--- config.mk ---
export PLATFORM = sky130hd
export DESIGN_NAME = arp_cache_and_responder_core_flat
export DESIGN_NICKNAME = d
export VERILOG_FILES = /design/src/rtl/arpc_pkg.sv /design/src/rtl/arpc_stream_if.sv /design/src/rtl/arp_cache_and_responder_core.sv /design/src/rtl/arpc_cfg.sv /design/src/flat_wrapper.sv
export SDC_FILE = /design/constraint.sdc
export NUM_CORES = 2
export LEC_CHECK = 0
export BUFFER_PORTS_ARGS = -buffer_cell sky130_fd_sc_hd__clkbuf_2
export CORE_AREA = 8 8 383 385
export CTS_BUF_LIST = sky130_fd_sc_hd__clkbuf_8
export CTS_CLUSTER_SIZE = 10
export DETAILED_ROUTE_END_ITERATION = 16
export DIE_AREA = 0 0 391 393
export PLACE_DENSITY = 0.77
export SYNTH_ARGS = -nofsm -noshare
export SYNTH_HDL_FRONTEND = slang
export SYNTH_SLANG_ARGS = --single-unit
--- constraint.sdc ---
create_clock -name i_clk -period 7.4 [get_ports i_clk]
set_input_delay 1.48 -clock i_clk [delete_from_list [all_inputs] [get_ports i_clk]]
set_output_delay 1.48 -clock i_clk [all_outputs]
set_load 0.01 [all_outputs]
--- src/rtl/arpc_pkg.sv ---
// types, constants and register codes shared by the arp cache and responder
// depends on nothing; the core, arpc_cfg and the bench import it
package arpc_pkg;

    // defaults for the top-level parameters
    localparam int DEF_CACHE_ENTRIES = 16;
    localparam int DEF_NUM_IFACES    = 3;

    // field widths
    localparam int IP_W    = 32;
    localparam int MAC_W   = 48;
    localparam int HALF_W  = 16;
    localparam int IFACE_W = 2;

    // configuration port
    localparam int CFG_IDX_W  = 3;
    localparam int CFG_DATA_W = 48;
    localparam int CFG_IFACES = 3;

    typedef enum logic [CFG_IDX_W-1:0] {
        CFG_IF0_IP  = 3'd0,
        CFG_IF0_MAC = 3'd1,
        CFG_IF1_IP  = 3'd2,
        CFG_IF1_MAC = 3'd3,
        CFG_IF2_IP  = 3'd4,
        CFG_IF2_MAC = 3'd5,
        CFG_IF_EN   = 3'd6
    } t_cfg_idx;

    localparam t_cfg_idx CFG_IP_IDX [CFG_IFACES] = '{CFG_IF0_IP, CFG_IF1_IP, CFG_IF2_IP};
    localparam t_cfg_idx CFG_MAC_IDX [CFG_IFACES] = '{CFG_IF0_MAC, CFG_IF1_MAC, CFG_IF2_MAC};

    // request kinds and protocol constants
    localparam logic              REQ_LOOKUP   = 1'b0;
    localparam logic              REQ_PACKET   = 1'b1;
    localparam logic [HALF_W-1:0] MIN_ARP_LEN  = 16'd28;
    localparam logic [HALF_W-1:0] OPER_REQUEST = 16'd1;

    // contents of entry 0 after reset
    localparam logic [IP_W-1:0]  E0_IP  = 32'h0A00_0202;
    localparam logic [MAC_W-1:0] E0_MAC = {8'h52, 8'h54, 8'h00, 8'h12, 8'h34, 8'h56};

    typedef struct packed {
        logic              req_type;
        logic [IP_W-1:0]   lookup_ip;
        logic [HALF_W-1:0] pkt_len;
        logic [HALF_W-1:0] pkt_oper;
        logic [HALF_W-1:0] pkt_htype;
        logic [HALF_W-1:0] pkt_ptype;
        logic [MAC_W-1:0]  pkt_sender_mac;
        logic [IP_W-1:0]   pkt_sender_ip;
        logic [IP_W-1:0]   pkt_target_ip;
    } t_arp_req;

    typedef struct packed {
        logic               lookup_hit;
        logic [MAC_W-1:0]   lookup_mac;
        logic               reply_valid;
        logic [IFACE_W-1:0] reply_iface;
        logic [MAC_W-1:0]   reply_sender_mac;
        logic [IP_W-1:0]    reply_sender_ip;
        logic [MAC_W-1:0]   reply_target_mac;
        logic [IP_W-1:0]    reply_target_ip;
        logic [HALF_W-1:0]  reply_htype;
        logic [HALF_W-1:0]  reply_ptype;
    } t_arp_rsp;

    typedef struct packed {
        logic [IP_W-1:0]  ip;
        logic [MAC_W-1:0] mac;
    } t_entry;

endpackage

--- src/rtl/arpc_stream_if.sv ---
// valid/ready channel carrying one word of a given payload type
// depends on nothing; the payload type is set where the channel is declared
interface arpc_stream_if #(
    parameter type T_DATA = logic
) ();
    logic  valid;
    logic  ready;
    T_DATA data;

    modport source (output valid, output data, input ready);
    modport sink   (input valid, input data, output ready);
endinterface

--- src/rtl/arp_cache_and_responder_core.sv ---
// Resolves IPv4 addresses from a small cache and answers ARP requests aimed at
// a local interface. One word is taken at a time and gives exactly one result
// word; the input is not ready until that result has been taken. The table is
// a single-port memory scanned one entry per cycle through one 32-bit
// comparator, and the same comparator then checks the interfaces one by one.
// A lookup scans entries until the first hit, at most CACHE_ENTRIES of them; a
// learned packet scans for a free or matching slot, then writes it and, for a
// request, checks up to NUM_IFACES interfaces; a packet under 28 bytes skips
// the scan and the write. The result is then held until taken.
// Entry 0 comes out of reset holding 10.0.2.2 / 52:54:00:12:34:56; no clearing
// pass is needed.
// depends on arpc_pkg, arpc_stream_if and arpc_cfg
module arp_cache_and_responder_core
    import arpc_pkg::*;
#(
    parameter int CACHE_ENTRIES = DEF_CACHE_ENTRIES,
    parameter int NUM_IFACES    = DEF_NUM_IFACES
) (
    input  logic                  i_clk,
    input  logic                  i_rst_n,
    input  logic                  i_cfg_wr_en,
    input  logic [CFG_IDX_W-1:0]  i_cfg_index,
    input  logic [CFG_DATA_W-1:0] i_cfg_wdata,
    arpc_stream_if.sink           i_req,
    arpc_stream_if.source         o_rsp
);

    localparam int IW  = (CACHE_ENTRIES > 1) ? $clog2(CACHE_ENTRIES) : 1;
    localparam int CW  = $clog2(CACHE_ENTRIES + 1);
    localparam int IFW = (NUM_IFACES > 1) ? $clog2(NUM_IFACES) : 1;

    typedef enum logic [4:0] {
        S_IDLE  = 5'b00001,
        S_SCAN  = 5'b00010,
        S_WRITE = 5'b00100,
        S_IFACE = 5'b01000,
        S_DONE  = 5'b10000
    } t_state;

    t_state r_state, n_state;

    t_arp_req          r_item, n_item;
    t_arp_rsp          r_res, n_res;
    logic [CW-1:0]     r_rd_idx, n_rd_idx;
    logic              r_cmp_vld, n_cmp_vld;
    logic [IW-1:0]     r_cmp_idx, n_cmp_idx;
    logic [IW-1:0]     r_wr_idx, n_wr_idx;
    logic [IFW-1:0]    r_if, n_if;

    t_entry            r_mem [CACHE_ENTRIES];
    t_entry            r_rd_q;
    logic              r_rd_dflt;
    logic              r_e0_dflt;
    logic              r_valid [CACHE_ENTRIES];

    logic              rd_en;
    logic              wr_en;
    logic [IW-1:0]     rd_addr;
    logic [IP_W-1:0]   ent_ip;
    logic [MAC_W-1:0]  ent_mac;
    logic [IP_W-1:0]   key_ip;
    logic [IP_W-1:0]   cmp_a;
    logic [IP_W-1:0]   cmp_b;
    logic              cmp_eq;
    logic              last_cmp;
    logic [IP_W-1:0]   sel_ip;
    logic [MAC_W-1:0]  sel_mac;
    logic              sel_en;

    // interface registers
    arpc_cfg #(
        .NUM_IFACES (NUM_IFACES),
        .IFW        (IFW)
    ) u_cfg (
        .i_clk       (i_clk),
        .i_rst_n     (i_rst_n),
        .i_cfg_wr_en (i_cfg_wr_en),
        .i_cfg_index (i_cfg_index),
        .i_cfg_wdata (i_cfg_wdata),
        .i_sel       (r_if),
        .o_sel_ip    (sel_ip),
        .o_sel_mac   (sel_mac),
        .o_sel_en    (sel_en)
    );

    // table memory, one read or one write a cycle
    assign rd_addr = r_rd_idx[IW-1:0];

    always_ff @(posedge i_clk) begin
        if (wr_en) begin
            r_mem[r_wr_idx] <= '{ip: r_item.pkt_sender_ip, mac: r_item.pkt_sender_mac};
        end
        if (rd_en) begin
            r_rd_q    <= r_mem[rd_addr];
            r_rd_dflt <= r_e0_dflt && (rd_addr == '0);
        end
    end

    // entry 0 reads its reset contents until first overwritten
    assign ent_ip  = r_rd_dflt ? E0_IP  : r_rd_q.ip;
    assign ent_mac = r_rd_dflt ? E0_MAC : r_rd_q.mac;

    // valid bits and the entry 0 reset flag
    always_ff @(posedge i_clk) begin
        if (!i_rst_n) begin
            for (int e = 0; e < CACHE_ENTRIES; e++) begin
                r_valid[e] <= (e == 0);
            end
            r_e0_dflt <= 1'b1;
        end else if (wr_en) begin
            r_valid[r_wr_idx] <= 1'b1;
            if (r_wr_idx == '0) begin
                r_e0_dflt <= 1'b0;
            end
        end
    end

    // shared comparator: table scan, then interface checks
    assign key_ip   = (r_item.req_type == REQ_LOOKUP) ? r_item.lookup_ip : r_item.pkt_sender_ip;
    assign cmp_a    = (r_state == S_IFACE) ? sel_ip : ent_ip;
    assign cmp_b    = (r_state == S_IFACE) ? r_item.pkt_target_ip : key_ip;
    assign cmp_eq   = (cmp_a == cmp_b);
    assign last_cmp = (r_cmp_idx == IW'(CACHE_ENTRIES - 1));

    // sequencer
    always_comb begin
        n_state   = r_state;
        n_item    = r_item;
        n_res     = r_res;
        n_rd_idx  = r_rd_idx;
        n_cmp_vld = r_cmp_vld;
        n_cmp_idx = r_cmp_idx;
        n_wr_idx  = r_wr_idx;
        n_if      = r_if;
        rd_en     = 1'b0;
        wr_en     = 1'b0;

        unique case (r_state)
            S_IDLE: begin
                if (i_req.valid) begin
                    n_item    = i_req.data;
                    n_res     = '0;
                    n_rd_idx  = '0;
                    n_cmp_vld = 1'b0;
                    if (i_req.data.req_type == REQ_PACKET &&
                        i_req.data.pkt_len < MIN_ARP_LEN) begin
                        n_state = S_DONE;
                    end else begin
                        n_state = S_SCAN;
                    end
                end
            end
            S_SCAN: begin
                // issue the next read while comparing the previous one
                if (r_rd_idx < CW'(CACHE_ENTRIES)) begin
                    rd_en     = 1'b1;
                    n_rd_idx  = r_rd_idx + 1'b1;
                    n_cmp_vld = 1'b1;
                    n_cmp_idx = rd_addr;
                end else begin
                    n_cmp_vld = 1'b0;
                end
                if (r_cmp_vld) begin
                    if (r_item.req_type == REQ_LOOKUP) begin
                        if (r_valid[r_cmp_idx] && cmp_eq) begin
                            n_res.lookup_hit = 1'b1;
                            n_res.lookup_mac = ent_mac;
                            n_state          = S_DONE;
                        end else if (last_cmp) begin
                            n_state = S_DONE;
                        end
                    end else begin
                        // first free or matching slot; a full table takes entry 0
                        if (!r_valid[r_cmp_idx] || cmp_eq) begin
                            n_wr_idx = r_cmp_idx;
                            n_state  = S_WRITE;
                        end else if (last_cmp) begin
                            n_wr_idx = '0;
                            n_state  = S_WRITE;
                        end
                    end
                end
            end
            S_WRITE: begin
                wr_en = 1'b1;
                if (r_item.pkt_oper == OPER_REQUEST) begin
                    n_if    = '0;
                    n_state = S_IFACE;
                end else begin
                    n_state = S_DONE;
                end
            end
            S_IFACE: begin
                if (sel_en && cmp_eq) begin
                    n_res.reply_valid      = 1'b1;
                    n_res.reply_iface      = IFACE_W'(r_if);
                    n_res.reply_sender_mac = sel_mac;
                    n_res.reply_sender_ip  = r_item.pkt_target_ip;
                    n_res.reply_target_mac = r_item.pkt_sender_mac;
                    n_res.reply_target_ip  = r_item.pkt_sender_ip;
                    n_res.reply_htype      = r_item.pkt_htype;
                    n_res.reply_ptype      = r_item.pkt_ptype;
                    n_state                = S_DONE;
                end else if (r_if == IFW'(NUM_IFACES - 1)) begin
                    n_state = S_DONE;
                end else begin
                    n_if = r_if + 1'b1;
                end
            end
            S_DONE: begin
                if (o_rsp.ready) begin
                    n_state = S_IDLE;
                end
            end
            default: begin
                n_state = S_IDLE;
            end
        endcase
    end

    // control registers
    always_ff @(posedge i_clk) begin
        if (!i_rst_n) begin
            r_state   <= S_IDLE;
            r_cmp_vld <= 1'b0;
        end else begin
            r_state   <= n_state;
            r_cmp_vld <= n_cmp_vld;
        end
    end

    // working and result registers
    always_ff @(posedge i_clk) begin
        r_item    <= n_item;
        r_res     <= n_res;
        r_rd_idx  <= n_rd_idx;
        r_cmp_idx <= n_cmp_idx;
        r_wr_idx  <= n_wr_idx;
        r_if      <= n_if;
    end

    // handshakes
    assign i_req.ready = (r_state == S_IDLE);
    assign o_rsp.valid = (r_state == S_DONE);
    assign o_rsp.data  = r_res;

    // checks
    a_no_overlap: assert property (@(posedge i_clk) disable iff (!i_rst_n)
        i_req.ready |-> !o_rsp.valid)
        else $error("input ready while a result word is pending");

    a_one_kind: assert property (@(posedge i_clk) disable iff (!i_rst_n)
        o_rsp.valid |-> !(o_rsp.data.lookup_hit && o_rsp.data.reply_valid))
        else $error("result word carries both a hit and a reply");

    a_entry0_valid: assert property (@(posedge i_clk) disable iff (!i_rst_n)
        r_valid[0])
        else $error("entry 0 lost its valid bit");

    a_drain: assert property (@(posedge i_clk) disable iff (!i_rst_n)
        o_rsp.valid && o_rsp.ready |=> !o_rsp.valid && i_req.ready)
        else $error("result word not retired after being taken");

    a_write_after_scan: assert property (@(posedge i_clk) disable iff (!i_rst_n)
        wr_en |-> $past(r_state == S_SCAN) && r_item.req_type == REQ_PACKET)
        else $error("table written outside a learn");

endmodule

--- src/rtl/arpc_cfg.sv ---
// interface register file: address, mac and enable of each local interface
// depends on arpc_pkg for register codes and widths
module arpc_cfg
    import arpc_pkg::*;
#(
    parameter int NUM_IFACES = DEF_NUM_IFACES,
    parameter int IFW        = (NUM_IFACES > 1) ? $clog2(NUM_IFACES) : 1
) (
    input  logic                  i_clk,
    input  logic                  i_rst_n,
    input  logic                  i_cfg_wr_en,
    input  logic [CFG_IDX_W-1:0]  i_cfg_index,
    input  logic [CFG_DATA_W-1:0] i_cfg_wdata,
    input  logic [IFW-1:0]        i_sel,
    output logic [IP_W-1:0]       o_sel_ip,
    output logic [MAC_W-1:0]      o_sel_mac,
    output logic                  o_sel_en
);

    logic [IP_W-1:0]       r_ip  [NUM_IFACES];
    logic [MAC_W-1:0]      r_mac [NUM_IFACES];
    logic [NUM_IFACES-1:0] r_en;

    // register writes; codes beyond the list and absent interfaces are dropped
    always_ff @(posedge i_clk) begin
        if (!i_rst_n) begin
            for (int g = 0; g < NUM_IFACES; g++) begin
                r_ip[g]  <= '0;
                r_mac[g] <= '0;
            end
            r_en <= '0;
        end else if (i_cfg_wr_en) begin
            for (int g = 0; g < NUM_IFACES; g++) begin
                if (i_cfg_index == CFG_IP_IDX[g]) begin
                    r_ip[g] <= i_cfg_wdata[IP_W-1:0];
                end
                if (i_cfg_index == CFG_MAC_IDX[g]) begin
                    r_mac[g] <= i_cfg_wdata[MAC_W-1:0];
                end
            end
            if (i_cfg_index == CFG_IF_EN) begin
                r_en <= i_cfg_wdata[NUM_IFACES-1:0];
            end
        end
    end

    // one interface presented to the responder at a time
    assign o_sel_ip  = r_ip[i_sel];
    assign o_sel_mac = r_mac[i_sel];
    assign o_sel_en  = r_en[i_sel];

endmodule

--- src/flat_wrapper.sv ---
// flat-port wrapper written by rule: the top's interface ports become plain ports
module arp_cache_and_responder_core_flat import arpc_pkg::*;
#(
    parameter int CACHE_ENTRIES = DEF_CACHE_ENTRIES,
    parameter int NUM_IFACES    = DEF_NUM_IFACES
)
  (i_clk, i_rst_n, i_cfg_wr_en, i_cfg_index, i_cfg_wdata, i_req_valid, i_req_data, i_req_ready, o_rsp_valid, o_rsp_data, o_rsp_ready);
  arpc_stream_if #(.T_DATA(t_arp_req)) i_req_i ();
  arpc_stream_if #(.T_DATA(t_arp_rsp)) o_rsp_i ();
  input  logic i_clk;
  input  logic i_rst_n;
  input  logic i_cfg_wr_en;
  input  logic [CFG_IDX_W-1:0] i_cfg_index;
  input  logic [CFG_DATA_W-1:0] i_cfg_wdata;
  input wire logic [$bits(i_req_i.valid)-1:0] i_req_valid;
  input wire logic [$bits(i_req_i.data)-1:0] i_req_data;
  output wire logic [$bits(i_req_i.ready)-1:0] i_req_ready;
  output wire logic [$bits(o_rsp_i.valid)-1:0] o_rsp_valid;
  output wire logic [$bits(o_rsp_i.data)-1:0] o_rsp_data;
  input wire logic [$bits(o_rsp_i.ready)-1:0] o_rsp_ready;
  assign i_req_i.valid = i_req_valid;
  assign i_req_i.data = i_req_data;
  assign i_req_ready = i_req_i.ready;
  assign o_rsp_valid = o_rsp_i.valid;
  assign o_rsp_data = o_rsp_i.data;
  assign o_rsp_i.ready = o_rsp_ready;
  arp_cache_and_responder_core #(.CACHE_ENTRIES(CACHE_ENTRIES), .NUM_IFACES(NUM_IFACES)) u_core (.i_clk(i_clk), .i_rst_n(i_rst_n), .i_cfg_wr_en(i_cfg_wr_en), .i_cfg_index(i_cfg_index), .i_cfg_wdata(i_cfg_wdata), .i_req(i_req_i), .o_rsp(o_rsp_i));
endmodule
==> impl_metrics.ini <==
[run_status]
outcome = finished clean

[die]
dieWidth_um = 391
fp.dieH_um = 393
dieArea_um2 = 154000
rows = 138
ioPinCount = 511
start_util = 0.556
fp.coreArea_um2 = 141000

[clocking]
clk_latency_ps = 990
postCtsSetupBuffers = 0
cts_buffer_depth = 4
cts_root_buffer = clkbuf_8
htree_levels = 5
clk_pin_slew_worst_paths_ps = 60
cts_tree = built
hold_buffers = 0
cts_resized = 0
clkSinkCount = 2085
cts_buffers = 339

[global_routing]
antenna_found_initial = 17
grt_pass1_vias = 39400
grt_pass1_wl_mm = 261
track_usage = 0.233
grt_overflow_total = 0
grt_max_degree = 151

[sta]
timing.final.crit_period_ps = 5550
max-slew-margin-rel = 0.198
finalHoldViolCount = 0
period_share = 0.750
worstMarginPinSlew_ps = 1200
fin_worst_skew_ps = 72.4
final_max_slew_viol_count = 0
fmax_mhz = 180
setup_viol = 0
fin_tns_setup_ps = 0
rsz0062_at_grt = no

[pwr]
p_leak_nw = 30.0
vdd_drop_max_v = 0.000312
sw_frac_of_total = 0.258
power.switching_mw = 7.21
combPwrFrac = 0.144
pwr-share-seq = 0.540
p_int_mw = 20.8
pwr_density_cell_nw_per_um2 = 314
clockPowerShare = 0.316
finalPower_mw = 28.0

[worst_setup_path]
crit_path_end_kind = register
slowest_stage = nor4_1
path_common_cell = buf_4
crit_required_ps = 7990
cp_cell_sequence = or3_1 -> or2_2 -> inv_6 -> buf_4 -> nor4_1 -> o221ai_2 -> nor4b_4 -> nand2_1 -> nand2_4 -> buf_4
crit_buf_inv = 3
crit_fanout = 117
path_class = reg -> reg
crit_path_max_incr_delay_ps = 810
crit_family = simple AND/OR/NAND/NOR gates
critPathLaunchType = register
arrival_ps = 6150

[yosys]
yosys-top-cells-area = edfxtp_1, mux4_2, and2_1, mux2i_1, nor2_1
synthFlopType = edfxtp_1
synth_cell_types = 72
ys_ff_latch = 2085
syn_area_per_cell_um2 = 21.7
synth_compound_area_frac = 0.0128
synth-warning-count = 0
yosysTopAreaCell = edfxtp_1
synth.top_cell.area_share = 0.789
synthesis.nets = 3864
syn_area_um2 = 78100
ys_seq_area_frac = 0.797
async_reset_ff_frac = 0
synth_top_family_by_area = multiplexers
syn_inst = 3596
synthSimpleGateAreaFrac = 0.0413
synthMuxAreaShare = 0.133
synth_edf_count = 2053
synthAdderAreaFrac = 0.000480
synth_xor_area_frac = 0.00572

[cells_and_area]
fin_area_um2 = 89000
drive_gt1_frac = 0.311
nNetsFinal = 4606
syn_to_final_growth_pct = 14.0
post-route-util = 0.634

[detailed_routing]
wirelength_mm = 182
drt_iter0_markers = 3762
vias_per_cell = 5.92
drc = 0
ant_nets = 0
drt_pass1_iterations = 8
wl_per_cell_um = 28.2
dr_total_vias = 38300

[placed_design]
hpwl_mm = 100
dpl_cell_area_um2 = 83200
gp_congestion = 0.804
io_buffers = 508

[hold_path]
worst_hold_path_type = reg -> reg

[job]
cap_violations = 0
## synthesized netlist by cell type, types with 3 or more instances
library cell     n
o21ai_0         19
o21a_1          15
a211o_1          5
or3_1            3
o211a_1          5
clkbuf_1       117
nand3b_1         4
xor2_1          10
nor3_1          11
dfxtp_1         32
and3_1           3
o2111ai_1        4
inv_1           18
nand2b_1        18
a21oi_1         54
nor4_1          11
nand4_1          3
mux2_2           9
buf_2           13
nand2_1         40
and2_1         257
a31oi_1          6
xnor2_1         41
or4_1            3
ha_1             3
buf_4            5
edfxtp_1      2053
mux4_2         405
mux2i_1        114
nor2_1         173
nor2b_1         38
a211oi_1         9
o31ai_1          4
nand3_1         10
o211ai_1         4
buf_1           35
## cell families (layout without fill, tap and decap cells)
group,count (synthesis),after routing
flip-flops,2085,2085
AND/OR/NAND/NOR,592,592
multiplexers,529,529
buffers and inverters,190,1154
AO/OA/AOI/OAI,146,146
XOR/XNOR,51,51
adder cells (fa/ha/maj),3,3
other,0,7
## area by class of cell
class	count	area, um^2
repair buffers	572	3140
fillers	9420	51500
clock inverters	215	1060
inverters	19	86.3
multi-input cells	1321	15300
well taps	1890	2360
diodes	7	17.5
flip-flops and latches	2085	62300
clock buffers	348	4790
## power groups by stage
stage	logic (mW)	clock network (mW)	registers (mW)
after floorplan	2.57	0	15.3
after global routing	4.32	9.52	15.2
final	4.03	8.85	15.1
after CTS	4.13	9.04	15.1
after detailed placement	4.11	0	15.3
after global placement	4.06	0	15.3
## per-stage QoR
| step | cells | hold WS [ps] | setup slack, ps |
|---|---|---|---|
| 3_5_place_dp | 5887 | 435 | 1790 |
| 4_1_cts | 6450 | 453 | 1810 |
| 3_3_place_gp | 5887 | 432 | 2080 |
| 5_1_grt | 6452 | 469 | 1490 |
| 6_report | 6457 | 450 | 1850 |
| 2_1_floorplan | 3596 | 410 | 182 |
## layout by cell type (no fill, tap or decap), types with 41 or more instances in the layout
master	netlist	final
buf_4	5	55
xnor2_1	41	41
clkinv_1	0	70
inv_1	18	119
nor2_1	173	158
a21oi_1	54	54
mux2i_1	114	114
and2_1	257	257
clkbuf_8	0	348
edfxtp_1	2053	2053
mux4_2	405	405
clkbuf_2	0	508
## path summary, 6_finish.rpt
| check | start | endpoint | slack, ps | depth (start not counted) |
|---|---|---|---|---|
| hold reg to reg | u_core.r_e0_dflt$_SDFFE_PN1P_ | u_core.r_e0_dflt$_SDFFE_PN1P_ | 450 | 2 |
| setup / recovery | u_core.r_state[1]$_SDFFE_PN0P_ | u_core.o_rsp.data[75]$_SDFFCE_PN0P_ | 1850 | 10 |
| setup reg to reg | u_core.r_state[1]$_SDFFE_PN0P_ | u_core.o_rsp.data[75]$_SDFFCE_PN0P_ | 1850 | 10 |
| hold / removal | u_core.r_e0_dflt$_SDFFE_PN1P_ | u_core.r_e0_dflt$_SDFFE_PN1P_ | 450 | 2 |
## sequential cells by signal (all words and copies together) (netlist names), 16 cells and up, named ones only
signal and cells:
u_core.u_cfg.r_ip 96, u_core.r_valid 16, u_core.u_cfg.r_mac 144, u_core.r_rd_q 80, u_core.o_rsp.data 244, u_core.r_mem 1280
u_core.r_item 193
## metal layers
| layer | part of all wire | vias to the layer above | global-route usage |
|---|---|---|---|
| li1 | - | 16100 | - |
| met1 | 0.39 | 19800 | 0.314 |
| met2 | 0.48 | 2088 | 0.373 |
| met3 | 0.11 | 268 | 0.0690 |
| met4 | 0.023 | 10 | 0.0698 |
| met5 | 0.00033 | - | 0 |
## worst reg2reg max path: stages, from the launching register on
cell and delay (ps):
dfxtp_1 410, or3_1 200, or2_2 590, inv_6 480, buf_4 480, nor4_1 820, o221ai_2 360, nor4b_4 450
nand2_1 150, nand2_4 510, buf_4 620
Note: power is estimated with default switching activity, not from simulation.
